### src/rtl/rrch_pkg.sv
// Shared constants, types and the ring radius table of the radial ring
// class histogram unit. No dependencies; every other file refers to it.
package rrch_pkg;

    // Sizes of the histogram
    localparam int MAX_CLASSES = 8;
    localparam int NUM_RINGS   = 14;
    localparam int ACC_WIDTH   = 48;
    localparam int COORD_BITS  = 12;
    localparam int TABLE_RINGS = 14;

    // Fixed field widths of the ports
    localparam int CMD_BITS       = 2;
    localparam int COORD_IN_BITS  = 12;
    localparam int CLS_IN_BITS    = 3;
    localparam int WEIGHT_BITS    = 16;
    localparam int BIN_BITS       = 4;
    localparam int TOTAL_BITS     = 48;
    localparam int CFG_INDEX_BITS = 2;
    localparam int CFG_DATA_BITS  = 16;
    localparam int POS_BITS       = 16;   // Q12.4 coordinate

    // Store layout: one row of slots per class, slot 0 is the disc total
    localparam int SLOT_BITS = $clog2(NUM_RINGS + 2);
    localparam int ROW_BITS  = $clog2(MAX_CLASSES);
    localparam int ADDR_BITS = ROW_BITS + SLOT_BITS;
    localparam int MEM_DEPTH = MAX_CLASSES << SLOT_BITS;
    localparam int RING_BITS = $clog2(NUM_RINGS + 1);

    // Threshold arithmetic widths
    localparam int MUL_BITS  = 17;              // shared multiplier operand
    localparam int PROD_BITS = 2 * MUL_BITS;
    localparam int P_BITS    = 33;              // ring coefficient times radius
    localparam int SQ_BITS   = 2 * P_BITS;      // square of that
    localparam int THR_BITS  = 35;              // ceil(square / 2^32)
    localparam int DIST_BITS = 33;              // squared distance
    localparam int DSQ_BITS  = 2 * POS_BITS;    // square of the disc radius

    localparam logic [ACC_WIDTH-1:0] ACC_MAX    = '1;
    localparam logic [SLOT_BITS-1:0] SLOT_DISC  = '0;
    localparam logic [SLOT_BITS-1:0] SLOT_OTHER = SLOT_BITS'(NUM_RINGS + 1);

    // Command codes of the input word
    localparam logic [CMD_BITS-1:0] CMD_ACC   = 2'd0;
    localparam logic [CMD_BITS-1:0] CMD_READ  = 2'd1;
    localparam logic [CMD_BITS-1:0] CMD_CLEAR = 2'd2;

    // Configuration register indexes
    localparam logic [CFG_INDEX_BITS-1:0] CFG_CENTER_X    = 2'd0;
    localparam logic [CFG_INDEX_BITS-1:0] CFG_CENTER_Y    = 2'd1;
    localparam logic [CFG_INDEX_BITS-1:0] CFG_DISC_RADIUS = 2'd2;
    localparam logic [CFG_INDEX_BITS-1:0] CFG_WEIGHTED    = 2'd3;

    // Ring radii as fractions of the disc radius, unsigned Q1.16
    localparam logic [MUL_BITS-1:0] RING_Q16 [TABLE_RINGS] = '{
        17'd4588,  17'd10486, 17'd16384, 17'd22938, 17'd29491, 17'd36045,
        17'd42598, 17'd49152, 17'd55706, 17'd62259, 17'd68813, 17'd75366,
        17'd81920, 17'd88474
    };

    // Datapath operations issued by the controller
    typedef enum logic [4:0] {
        OP_NONE,
        OP_R2,
        OP_P,
        OP_PLL,
        OP_PHL,
        OP_PHH,
        OP_SUMP,
        OP_CEIL,
        OP_DIFF,
        OP_SQX,
        OP_SQY,
        OP_DIST,
        OP_CMP,
        OP_ENC,
        OP_DISC,
        OP_RING,
        OP_RDADDR,
        OP_RDOUT
    } t_op;

    typedef struct packed {
        t_op  op;
        logic cap;      // capture the input word
        logic clr;      // drop every accumulator
    } t_dp_cmd;

    typedef struct packed {
        logic rad_wr;    // disc radius written this cycle
        logic ring_last; // ring counter on the last ring
    } t_dp_stat;

    // Ring coefficient; rings past the table have radius zero
    function automatic logic [MUL_BITS-1:0] ring_coef(input logic [RING_BITS-1:0] idx);
        logic [MUL_BITS-1:0] c;
        c = '0;
        for (int k = 0; k < TABLE_RINGS; k++) begin
            if (32'(idx) == k) begin
                c = RING_Q16[k];
            end
        end
        return c;
    endfunction

endpackage

### src/rtl/rrch_ctrl.sv
// Sequencer of the radial ring class histogram unit: threshold setup,
// pixel accumulate, read and clear. Depends on rrch_pkg.
module rrch_ctrl (
    input  logic               i_clk,
    input  logic               i_rst_n,
    input  logic               i_valid,
    input  logic [1:0]         i_command,
    input  logic               i_ready,
    input  rrch_pkg::t_dp_stat i_stat,
    output logic               o_ready,
    output logic               o_valid,
    output rrch_pkg::t_dp_cmd  o_cmd
);

    typedef enum logic [17:0] {
        ST_IDLE    = 18'h00001,
        ST_SU_R2   = 18'h00002,
        ST_SU_P    = 18'h00004,
        ST_SU_LL   = 18'h00008,
        ST_SU_HL   = 18'h00010,
        ST_SU_HH   = 18'h00020,
        ST_SU_SUM  = 18'h00040,
        ST_SU_CEIL = 18'h00080,
        ST_PX_DIFF = 18'h00100,
        ST_PX_SQX  = 18'h00200,
        ST_PX_SQY  = 18'h00400,
        ST_PX_DIST = 18'h00800,
        ST_PX_CMP  = 18'h01000,
        ST_PX_ENC  = 18'h02000,
        ST_PX_DISC = 18'h04000,
        ST_PX_RING = 18'h08000,
        ST_RD_ADDR = 18'h10000,
        ST_RD_OUT  = 18'h20000
    } t_state;

    t_state r_state, n_state;
    logic   r_out_valid, n_out_valid;
    logic   accept;
    logic   out_free;

    assign o_ready  = (r_state == ST_IDLE) && !i_stat.rad_wr;
    assign accept   = i_valid && o_ready;
    assign out_free = !r_out_valid || i_ready;
    assign o_valid  = r_out_valid;

    // Next state and datapath operation
    always_comb begin
        n_state   = r_state;
        o_cmd.op  = rrch_pkg::OP_NONE;
        o_cmd.cap = accept;
        o_cmd.clr = accept && (i_command == rrch_pkg::CMD_CLEAR);
        unique case (r_state)
            ST_IDLE: begin
                if (accept) begin
                    unique case (i_command)
                        rrch_pkg::CMD_ACC:  n_state = ST_PX_DIFF;
                        rrch_pkg::CMD_READ: n_state = ST_RD_ADDR;
                        default:            n_state = ST_IDLE;
                    endcase
                end
            end
            ST_SU_R2: begin
                o_cmd.op = rrch_pkg::OP_R2;
                n_state  = ST_SU_P;
            end
            ST_SU_P: begin
                o_cmd.op = rrch_pkg::OP_P;
                n_state  = ST_SU_LL;
            end
            ST_SU_LL: begin
                o_cmd.op = rrch_pkg::OP_PLL;
                n_state  = ST_SU_HL;
            end
            ST_SU_HL: begin
                o_cmd.op = rrch_pkg::OP_PHL;
                n_state  = ST_SU_HH;
            end
            ST_SU_HH: begin
                o_cmd.op = rrch_pkg::OP_PHH;
                n_state  = ST_SU_SUM;
            end
            ST_SU_SUM: begin
                o_cmd.op = rrch_pkg::OP_SUMP;
                n_state  = ST_SU_CEIL;
            end
            ST_SU_CEIL: begin
                o_cmd.op = rrch_pkg::OP_CEIL;
                n_state  = i_stat.ring_last ? ST_IDLE : ST_SU_P;
            end
            ST_PX_DIFF: begin
                o_cmd.op = rrch_pkg::OP_DIFF;
                n_state  = ST_PX_SQX;
            end
            ST_PX_SQX: begin
                o_cmd.op = rrch_pkg::OP_SQX;
                n_state  = ST_PX_SQY;
            end
            ST_PX_SQY: begin
                o_cmd.op = rrch_pkg::OP_SQY;
                n_state  = ST_PX_DIST;
            end
            ST_PX_DIST: begin
                o_cmd.op = rrch_pkg::OP_DIST;
                n_state  = ST_PX_CMP;
            end
            ST_PX_CMP: begin
                o_cmd.op = rrch_pkg::OP_CMP;
                n_state  = ST_PX_ENC;
            end
            ST_PX_ENC: begin
                o_cmd.op = rrch_pkg::OP_ENC;
                n_state  = ST_PX_DISC;
            end
            ST_PX_DISC: begin
                o_cmd.op = rrch_pkg::OP_DISC;
                n_state  = ST_PX_RING;
            end
            ST_PX_RING: begin
                o_cmd.op = rrch_pkg::OP_RING;
                n_state  = ST_IDLE;
            end
            ST_RD_ADDR: begin
                o_cmd.op = rrch_pkg::OP_RDADDR;
                n_state  = ST_RD_OUT;
            end
            ST_RD_OUT: begin
                // hold until the output register is free
                if (out_free) begin
                    o_cmd.op = rrch_pkg::OP_RDOUT;
                    n_state  = ST_IDLE;
                end
            end
            default: n_state = ST_SU_R2;
        endcase
        // a new disc radius restarts the threshold setup
        if (i_stat.rad_wr) begin
            n_state = ST_SU_R2;
        end
    end

    // Output word valid flag
    always_comb begin
        n_out_valid = r_out_valid;
        if ((r_state == ST_RD_OUT) && out_free) begin
            n_out_valid = 1'b1;
        end else if (i_ready) begin
            n_out_valid = 1'b0;
        end
    end

    always_ff @(posedge i_clk) begin
        if (!i_rst_n) begin
            r_state     <= ST_SU_R2;
            r_out_valid <= 1'b0;
        end else begin
            r_state     <= n_state;
            r_out_valid <= n_out_valid;
        end
    end

    a_read_dispatch: assert property (@(posedge i_clk) disable iff (!i_rst_n)
        (accept && (i_command == rrch_pkg::CMD_READ)) |=> (r_state == ST_RD_ADDR))
        else $error("read word did not advance to the address step");

    a_out_source: assert property (@(posedge i_clk) disable iff (!i_rst_n)
        $rose(r_out_valid) |-> $past(r_state == ST_RD_OUT))
        else $error("output word raised outside the read output step");

    a_setup_done: assert property (@(posedge i_clk) disable iff (!i_rst_n)
        ((r_state == ST_SU_CEIL) && i_stat.ring_last && !i_stat.rad_wr)
        |=> (r_state == ST_IDLE))
        else $error("threshold setup did not finish after the last ring");

endmodule

### config.mk
export PLATFORM = sky130hd
export DESIGN_NAME = rrch_ctrl
export DESIGN_NICKNAME = d
export VERILOG_FILES = /design/src/rtl/rrch_pkg.sv /design/src/rtl/rrch_ctrl.sv
export SDC_FILE = /design/constraint.sdc
export NUM_CORES = 1
export LEC_CHECK = 0
export BUFFER_PORTS_ARGS = -buffer_cell sky130_fd_sc_hd__buf_2
export CORE_MARGIN = 2
export CORE_UTILIZATION = 34
export DETAILED_ROUTE_END_ITERATION = 6
export GPL_TIMING_DRIVEN = 0
export SETUP_SLACK_MARGIN = 0.3
export SYNTH_ARGS = -nofsm -noshare
export SYNTH_HDL_FRONTEND = slang
export SYNTH_SLANG_ARGS = --single-unit
### constraint.sdc
create_clock -name i_clk -period 2.5 [get_ports i_clk]
set_input_delay 0.625 -clock i_clk [delete_from_list [all_inputs] [get_ports i_clk]]
set_output_delay 0.625 -clock i_clk [all_outputs]
set_load 0.02 [all_outputs]
==> impl_metrics.env, run 1 <==
export IMPL_viasPerCell=5.63
export IMPL_finalHoldWorstSlack_ns=0.465
export IMPL_grt_pass1_wl_mm=5.97
export IMPL_grt_remaining_overflow=0
export IMPL_maxCapViolCount=0
export IMPL_dieArea_um2=4060
export IMPL_grt_pass1_vias=1275
export IMPL_coreArea_um2=3390
export IMPL_vias=1352
export IMPL_seqCellArea_um2=388
export IMPL_first_pass_iters=4
export IMPL_syn_area_um2=1210
export IMPL_slew_headroom=0.728
export IMPL_synth_top_family_by_area="simple AND/OR/NAND/NOR gates"
export IMPL_rsz0062_at_grt="true"
export IMPL_initial_core_util=0.358
export IMPL_syn_area_per_cell_um2=8.14
export IMPL_numCtsBuffers=3
export IMPL_synth_nets=157
export IMPL_place_congestion=0.832
export IMPL_post_place_ws_ns=-0.167
export IMPL_worstMarginPinSlew_ns=0.406
export IMPL_crit_type="reg -> out"
export IMPL_arrival_ns=2.19
export IMPL_min_path_type="in -> reg"
export IMPL_routed_wirelength_mm=3.73
export IMPL_cts_sinks=19
export IMPL_clock_skew_ns=0.00537
export IMPL_crit_family="simple AND/OR/NAND/NOR gates"
export IMPL_endpoint_kind="primary output"
export IMPL_grtUsageMet1=0.243
export IMPL_rows=21
export IMPL_track_usage=0.183
export IMPL_clk_insertion_delay_late_ns=0.30
export IMPL_crit_fanout=4
export IMPL_multiInputGateArea_um2=981
export IMPL_cts_tree="done"
export IMPL_die_y_um=63.7
export IMPL_synthMuxAreaShare=0.00929
export IMPL_async_reset_ff_frac=0
export IMPL_slowest_stage="or4_4"
export IMPL_syn_inst=149
export IMPL_cp_start_kind="flip-flop"
export IMPL_status="finished with violations"
export IMPL_required_ns=1.88
export IMPL_post_place_cells=211
export IMPL_synth_compound_area_share=0.154
export IMPL_tns_ns=-1.90
export IMPL_fin_cells=240
export IMPL_p_per_area_nw_per_um2=315
export IMPL_ys_types=47
export IMPL_nets=203
export IMPL_crit_buf_inv=2
export IMPL_vdd_ir_drop_max_mv=0.262
export IMPL_dp_hpwl_mm=2.27
export IMPL_violations="negative setup slack"
export IMPL_fmax_mhz=355
export IMPL_drc_errors=0
export IMPL_finalHoldViolCount=0
export IMPL_synth_ff_type="dfxtp_1"
export IMPL_io_buffers=16
export IMPL_wire_per_inst_um=15.5
export IMPL_min_period_ns=2.82
export IMPL_slowest_delay_ns=0.51
export IMPL_ys_ff_latch=19
export IMPL_die_width_um=63.7
export IMPL_seq_area_frac_synth=0.314
export IMPL_io_pins=17
export IMPL_synthSimpleGateAreaFrac=0.415
export IMPL_synth_edf_count=0
export IMPL_grt_max_degree=11
export IMPL_final_setup_viol_count=8
export IMPL_use_met3=0.0339
export IMPL_drt_initial_drc_count=75
export IMPL_antenna_cells=0
export IMPL_path_clk_slew_ns=0.12
export IMPL_top_usage_layer="met2"
export IMPL_synth_xor_area_share=0.0578
export IMPL_yosys_warnings=0
export IMPL_syn2layout_area_growth_pct=55.1
export IMPL_drive_gt1_frac=0.479
export IMPL_ctsHtreeMaxLevel=1
export IMPL_setup_ws_ns=-0.315
export IMPL_antenna_found_initial=0
export IMPL_synth_fa_ha_area_frac=0
export IMPL_clock_path_buffers=2
export IMPL_period_share=1.13
export IMPL_cts_root_buf="clkbuf_4"
export IMPL_fillers=300
export IMPL_use_met2=0.299
export IMPL_maxSlewViolCount=0
export IMPL_leakagePower_nw=0.716
export IMPL_path_cells="buf_6 -> or4_4 -> or3_4 -> or3_4 -> nor2_4 -> buf_6"
export IMPL_postRouteAntennaNets=0
[synthesized netlist by cell type (2+ instances only)]
cell type  instances  area share
or4_1              4       0.025
xnor2_1            4       0.029
o21ai_0            3       0.012
nand3_1            3       0.012
nor4_1            10       0.052
nor4b_1            4       0.029
inv_1              4       0.012
nor2_1            15       0.046
o22ai_1            2       0.010
nand2b_1           8       0.041
a31oi_1            2       0.010
nor3b_1            2       0.012
or2_2              2       0.010
xor2_1             4       0.029
a21oi_1            5       0.021
or4b_2             2       0.017
or3_1              6       0.031
nand3b_1           2       0.012
nand2_1            5       0.015
dfxtp_1           19        0.31
a21o_1             2       0.012
nand4_1            3       0.015
and4_1             2       0.014
nor2b_1            4       0.021
nand4b_1           2       0.014
nor3_1             4       0.017
clkbuf_1           6       0.019
[worst reg2reg max path: cells and delay by family (launching register included)]
kind | cells | cell delay [ns]
simple gates | 4 | 1.33
compound gates | 1 | 0.17
buf+inv | 3 | 0.39
flops | 1 | 0.33
[kinds of logic after synthesis]
group	count (synthesis)
AO/OA/AOI/OAI	26
AND/OR/NAND/NOR	82
flip-flops	19
buffers and inverters	13
XOR/XNOR	8
multiplexers	1
[per-layer routing]
layer / share of wire / wire, um
met1: 0.42 / 1550
met2: 0.51 / 1900
met3: 0.059 / 221
met4: 0.016 / 59
met5: 0 / 0
[through the flow]
step	total power [mW]	cell area (um^2)	utilization
after detailed placement	0.388	1430	0.422
after global placement	0.387	1430	0.422
after CTS	0.577	1730	0.512
final	0.592	1880	0.555
after global routing	0.623	1880	0.555
after floorplan	0.367	1290	-
[layout make-up]
cell class | instances | share of cell area
buffer | 9 | 0.0526
timing repair buffer | 41 | 0.167
tap | 46 | 0.0306
sequential | 19 | 0.206
multi-input combinational | 117 | 0.522
clock buffer | 4 | 0.0140
inverter | 4 | 0.00798
[state kept, by name, indices dropped and copies added, names as in the netlist]
signal	flops
o_valid	1
r_state	18
[path summary, 6_finish.rpt]
kind / from / endpoint / slack, ns / depth (start not counted)
worst max-delay path: r_state[1] / o_cmd[6] / -0.32 / 6
worst min-delay path: i_command[0] / r_state[8] / 0.47 / 2
worst max register to register: r_state[1] / o_valid / 0.23 / 8
worst min register to register: r_state[5] / r_state[6] / 0.57 / 2
[power by group]
| part | internal, mW | total, mW | switching, mW |
|---|---|---|---|
| clock | 0.0622 | 0.163 | 0.101 |
| combinational | 0.0620 | 0.123 | 0.0610 |
| sequential | 0.305 | 0.306 | 0.000876 |
[cells in the final DEF, fill, tap and decap left out, types with 4 or more instances in the layout]
master / count
buf_4: 28
dfxtp_1: 13
nor2_1: 11
buf_6: 10
nand2b_1: 8
buf_2: 8
dfxtp_2: 6
nor4_4: 5
a21oi_1: 5
or3_4: 4
nor2b_1: 4
nor4_2: 4
xnor2_1: 4
nand2_1: 4
xor2_1: 4
inv_1: 4
nor4b_1: 4
[timing repair]
item	4_1_cts	5_1_grt
resized for setup	37	27
setup buffers	17	7
setup endpoints to repair	19	24
hold buffers	0	0
pin swaps	16	11
cloned	1	0
(Power assumes the default switching activity.)
==> run 2, diff against run 1 <==
--- a/config.mk
+++ b/config.mk
@@ -7,10 +7,12 @@
 export LEC_CHECK = 0
 export BUFFER_PORTS_ARGS = -buffer_cell sky130_fd_sc_hd__buf_2
 export CORE_MARGIN = 2
-export CORE_UTILIZATION = 34
+export CORE_UTILIZATION = 50
 export DETAILED_ROUTE_END_ITERATION = 6
 export GPL_TIMING_DRIVEN = 0
+export PLACE_DENSITY = 0.74
 export SETUP_SLACK_MARGIN = 0.3
+export SKIP_CTS_REPAIR_TIMING = 1
 export SYNTH_ARGS = -nofsm -noshare
 export SYNTH_HDL_FRONTEND = slang
 export SYNTH_SLANG_ARGS = --single-unit
==> run 2 against run 1 <==
Compared with the run above: the run still ends with negative setup slack left; flip-flop and latch count unchanged; routed wire length down 3.5%; non-clock buffer count down 9; global-route usage rose by 6.5 points; highest routed layer unchanged; largest power group unchanged; clock skew fell by 0.0045 ns; sequential share of layout area grew 1.6 points; hold slack improved by 0.039 ns; utilization rose by 21 points; total power down 3.0%; combinational power fell by 12%.
==> impl_metrics.env, run 2 (synthesis results as in run 1) <==
export IMPL_status="finished with violations"
export IMPL_violations="negative setup slack"
export IMPL_setup_ws_ns=-0.378
export IMPL_timing_rr_start="r_state[1]"
export IMPL_min_path_type="in -> reg"
export IMPL_endpoint_kind="primary output"
export IMPL_p_per_area_nw_per_um2=334
export IMPL_top_register="r_state"
export IMPL_worstHoldStart="i_command[0]"
export IMPL_tns_ns=-2.26
export IMPL_maxSlewViolCount=0
export IMPL_reg2reg_to="r_state[0]"
export IMPL_cts_tree="done"
export IMPL_clock_path_buffers=2
export IMPL_place_congestion=0.906
export IMPL_antenna_found_initial=0
export IMPL_io_buffers=16
export IMPL_drive_gt1_frac=0.395
export IMPL_first_pass_iters=4
export IMPL_period_share=1.15
export IMPL_dieArea_um2=2830
export IMPL_antenna_cells=0
export IMPL_nets=194
export IMPL_min_path_cells=2
export IMPL_vdd_ir_drop_max_mv=0.266
export IMPL_crit_type="reg -> out"
export IMPL_vias=1337
export IMPL_drt_initial_drc_count=35
export IMPL_arrival_ns=2.25
export IMPL_grt_remaining_overflow=0
export IMPL_rrSetupSlack_ns=0.28
export IMPL_slew_headroom=0.739
export IMPL_drc_errors=0
export IMPL_crit_fanout=8
export IMPL_routed_wirelength_mm=3.60
export IMPL_rsz0062_at_grt="true"
export IMPL_grt_max_degree=12
export IMPL_rows=17
export IMPL_mostFrequentLayoutCells="17 x dfxtp_1, 15 x buf_4, 13 x buf_6"
export IMPL_cts_root_buf="clkbuf_4"
export IMPL_hold_end="r_state[8]"
export IMPL_final_common_cell="dfxtp_1"
export IMPL_die_width_um=53.2
export IMPL_fillers=156
export IMPL_cts_sinks=19
export IMPL_cp_start_kind="flip-flop"
export IMPL_coreArea_um2=2250
export IMPL_clock_skew_ns=0.000909
export IMPL_final_setup_viol_count=8
export IMPL_r2r_cells=7
export IMPL_worstMarginPinSlew_ns=0.390
export IMPL_wire_per_inst_um=16.9
export IMPL_dp_hpwl_mm=2.31
export IMPL_largest_register_ffs=18
export IMPL_numCtsBuffers=3
export IMPL_fmax_mhz=347
export IMPL_clk_insertion_delay_late_ns=0.31
export IMPL_maxCapViolCount=0
export IMPL_required_ns=1.88
export IMPL_total_power_uw=574
export IMPL_viasPerCell=6.28
export IMPL_grt_pass1_wl_mm=5.09
export IMPL_syn2layout_area_growth_pct=41.8
export IMPL_leakagePower_nw=0.678
export IMPL_track_usage=0.248
export IMPL_die_y_um=53.2
export IMPL_min_period_ns=2.88
export IMPL_post_route_util=0.762
export IMPL_finalHoldViolCount=0
export IMPL_path_clk_slew_ns=0.11
export IMPL_postRouteAntennaNets=0
export IMPL_initial_core_util=0.538
export IMPL_grt_pass1_vias=1142
export IMPL_io_pins=17
export IMPL_ctsHtreeMaxLevel=1
## run 2: cell types whose count changed in the layout (fill, tap and decap cells not counted), moves of 3 or more
cell	before	now
buf_4	28	15
buf_2	8	12
dfxtp_1	13	17
dfxtp_2	6	2
nor4_1	2	6
buf_6	10	13
buf_8	3	0
nor4_2	4	1
## run 2: critical path: stages, from the launching register on
cell and delay (ns):
dfxtp_1 0.40, nor4_4 0.39, nand2_2 0.20, or3_4 0.47
nor2_4 0.14, and2_4 0.16, buf_6 0.09, buf_6 0.10
## run 2: metal layers
layer | up-vias | part of all wire | wire, um | GRT usage
li1 | 639 | - | - | -
met1 | 622 | 0.43 | 1530 | 0.317
met2 | 58 | 0.47 | 1680 | 0.385
met3 | 18 | 0.063 | 225 | 0.0452
met4 | 0 | 0.043 | 153 | 0.145
met5 | - | 0 | 0 | 0
## run 2: layout make-up
| type | instances | area [um^2] | share of cell area |
|---|---|---|---|
| inverter | 4 | 15.0 | 0.00873 |
| clock inverter | 1 | 5.00 | 0.00291 |
| sequential | 19 | 383 | 0.223 |
| buffer | 9 | 87.6 | 0.0509 |
| timing repair buffer | 32 | 245 | 0.143 |
| multi-input combinational | 117 | 926 | 0.539 |
| clock buffer | 3 | 22.5 | 0.0131 |
| tap | 28 | 35.0 | 0.0204 |
## run 2: worst max-delay path by stage
stage | to | cells after the start | start | slack, ns
2_1_floorplan | o_cmd[0] | 5 | r_state[1] | 0.06
3_3_place_gp | o_cmd[3] | 6 | r_state[1] | -0.17
3_5_place_dp | o_cmd[3] | 6 | r_state[1] | -0.27
4_1_cts | o_cmd[3] | 6 | r_state[1] | -0.65
5_1_grt | o_cmd[1] | 8 | r_state[16] | -0.46
6_report | o_cmd[1] | 7 | r_state[12] | -0.38
## run 2: report_power, final
part           switching [mW]  leakage (nW)  internal [mW]
sequential           0.000895         0.154          0.305
clock                   0.101        0.0177         0.0599
combinational          0.0543         0.506         0.0535
total                   0.156         0.678          0.418
## run 2: stage by stage
stage               hold WS, ns  cells  area (um^2)  setup slack [ns]
finish                    0.504    213         1720            -0.378
global route              0.502    213         1720            -0.458
CTS                       0.499    197         1440            -0.655
detailed placement        0.531    193         1410            -0.269
global placement          0.516    193         1410            -0.167
floorplan                 0.493    149         1290            0.0646
==> run 3, diff against run 2 <==
--- a/config.mk
+++ b/config.mk
@@ -9,8 +9,10 @@
 export CORE_MARGIN = 2
 export CORE_UTILIZATION = 50
 export DETAILED_ROUTE_END_ITERATION = 6
+export GPL_ROUTABILITY_DRIVEN = 1
 export GPL_TIMING_DRIVEN = 0
 export PLACE_DENSITY = 0.74
+export REMOVE_ABC_BUFFERS = 1
 export SETUP_SLACK_MARGIN = 0.3
 export SKIP_CTS_REPAIR_TIMING = 1
 export SYNTH_ARGS = -nofsm -noshare
==> run 3 against run 2 <==
Compared with the run above: the run still ends with negative setup slack left; total power shrank 2.7%; global-route usage shrank 1.2 points; maximum frequency grew 1.1%; flip-flop and latch count is the same; via count grew 2.6%; non-clock buffer count shrank 10; first-iteration DRC count grew 89%; utilization shrank 2.1 points; final area shrank 2.7%; clock power is essentially flat; final cell count shrank 4.2%; critical endpoint is now o_cmd[3]; largest cell class unchanged; largest power group unchanged.
==> impl_metrics.env, run 3 (synthesis results as in run 1) <==
export IMPL_status="finished with violations"
export IMPL_violations="negative setup slack"
export IMPL_postRouteAntennaNets=0
export IMPL_arrival_ns=2.22
export IMPL_largest_register_ffs=18
export IMPL_cts_sinks=19
export IMPL_drt_initial_drc_count=66
export IMPL_numCtsBuffers=3
export IMPL_fmax_mhz=351
export IMPL_antenna_found_initial=0
export IMPL_mostFrequentLayoutCells="16 x buf_4, 13 x nor2_1, 10 x buf_2"
export IMPL_rrSetupSlack_ns=0.27
export IMPL_p_sw_uw=155
export IMPL_wire_per_inst_um=19.2
export IMPL_maxSlewViolCount=0
export IMPL_fillers=167
export IMPL_drive_gt1_frac=0.403
export IMPL_design_area_um2=1670
export IMPL_io_pins=17
export IMPL_die_width_um=53.2
export IMPL_total_power_uw=558
export IMPL_dieArea_um2=2830
export IMPL_grt_pass1_vias=1090
export IMPL_clk_insertion_delay_late_ns=0.31
export IMPL_p_clk_frac=0.291
export IMPL_leakagePower_nw=0.614
export IMPL_io_buffers=16
export IMPL_cts_tree="done"
export IMPL_vias=1372
export IMPL_place_congestion=0.866
export IMPL_endpoint_kind="primary output"
export IMPL_drc_errors=0
export IMPL_crit_fanout=10
export IMPL_nets=185
export IMPL_viasPerCell=6.73
export IMPL_final_common_cell="buf_4"
export IMPL_share_seq_of_total_power=0.547
export IMPL_clock_path_buffers=2
export IMPL_coreArea_um2=2250
export IMPL_hold_end="r_state[8]"
export IMPL_power_share_switching=0.277
export IMPL_track_usage=0.237
export IMPL_grt_max_degree=14
export IMPL_maxCapViolCount=0
export IMPL_grt_pass1_wl_mm=4.93
export IMPL_r2r_cells=5
export IMPL_vdd_ir_drop_max_mv=0.354
export IMPL_initial_core_util=0.538
export IMPL_setup_ws_ns=-0.348
export IMPL_grt_remaining_overflow=0
export IMPL_final_setup_viol_count=8
export IMPL_fin_cells=204
export IMPL_min_path_type="in -> reg"
export IMPL_p_int_uw=404
export IMPL_top_register="r_state"
export IMPL_cp_start_kind="flip-flop"
export IMPL_antenna_cells=0
export IMPL_seqCellArea_um2=409
export IMPL_post_place_ws_ns=-0.336
export IMPL_period_share=1.14
export IMPL_die_y_um=53.2
export IMPL_first_pass_iters=4
export IMPL_reg2reg_to="r_state[12]"
export IMPL_p_per_area_nw_per_um2=334
export IMPL_rows=17
export IMPL_routed_wirelength_mm=3.91
export IMPL_clock_skew_ns=0.00867
export IMPL_required_ns=1.88
export IMPL_worstMarginPinSlew_ns=0.425
export IMPL_finalHoldViolCount=0
export IMPL_min_path_cells=2
export IMPL_timing_rr_start="r_state[0]"
export IMPL_rsz0062_at_grt="true"
export IMPL_min_period_ns=2.85
export IMPL_worstHoldStart="i_command[0]"
export IMPL_ctsHtreeMaxLevel=1
export IMPL_multiInputGateArea_um2=951
export IMPL_cts_root_buf="clkbuf_4"
export IMPL_path_clk_slew_ns=0.10
export IMPL_combPwrFrac=0.162
export IMPL_place_area_um2=1280
export IMPL_syn2layout_area_growth_pct=38.0
export IMPL_slew_headroom=0.713
export IMPL_post_route_util=0.742
export IMPL_dp_hpwl_mm=2.19
export IMPL_crit_type="reg -> out"
export IMPL_post_place_cells=184
==> run 3: cell types whose count changed in the layout (fill, tap and decap cells not counted), sizes merged <==
cell	previous run	this run
buf	40	30
clkinv	1	0
dlymetal6s2s	0	1
o21ai	4	5
==> run 3: routing by layer <==
metal / share of wire / global-route usage / wire (um)
met3: 0.083 / 0.0650 / 323
met4: 0.037 / 0.0256 / 146
met1: 0.40 / 0.313 / 1580
met2: 0.48 / 0.393 / 1860
met5: 0 / 0 / 0
==> run 3: worst max-delay path by stage <==
| stage | start | end | slack (ns) | cells after the start |
|---|---|---|---|---|
| final | r_state[17] | o_cmd[3] | -0.35 | 5 |
| after global routing | r_state[16] | o_cmd[3] | -0.45 | 5 |
| after CTS | r_state[4] | o_cmd[0] | -0.68 | 6 |
| after detailed placement | r_state[4] | o_cmd[0] | -0.34 | 6 |
| after global placement | r_state[12] | o_cmd[0] | -0.25 | 6 |
| after floorplan | r_state[13] | o_cmd[0] | -0.27 | 5 |
==> run 3: layout make-up <==
class | count | share of cell area
inverters | 4 | 0.00898
clock buffers | 4 | 0.0157
repair buffers | 31 | 0.141
flip-flops and latches | 19 | 0.245
multi-input cells | 118 | 0.568
well taps | 28 | 0.0209
==> run 3: metrics by stage <==
stage               hold slack (ns)  TNS, ns
floorplan                     0.478   -0.564
global placement              0.506   -0.999
detailed placement            0.519    -1.31
CTS                           0.478    -4.03
global route                  0.470    -2.51
finish                        0.468    -1.85
==> run 3: critical path, stage by stage (launching register included) <==
cell and delay [ns]:
dfxtp_4 0.40, nor4_4 0.42, nand4_1 0.27, or3_4 0.41
o221ai_1 0.22, buf_4 0.18
==> run 3: power by group through the flow <==
| stage | logic, mW | clock network [mW] | registers (mW) |
|---|---|---|---|
| 2_1_floorplan | 0.0425 | 0 | 0.315 |
| 3_3_place_gp | 0.0597 | 0 | 0.316 |
| 3_5_place_dp | 0.0607 | 0 | 0.317 |
| 4_1_cts | 0.0611 | 0.163 | 0.310 |
| 5_1_grt | 0.0966 | 0.174 | 0.306 |
| 6_report | 0.0906 | 0.162 | 0.305 |
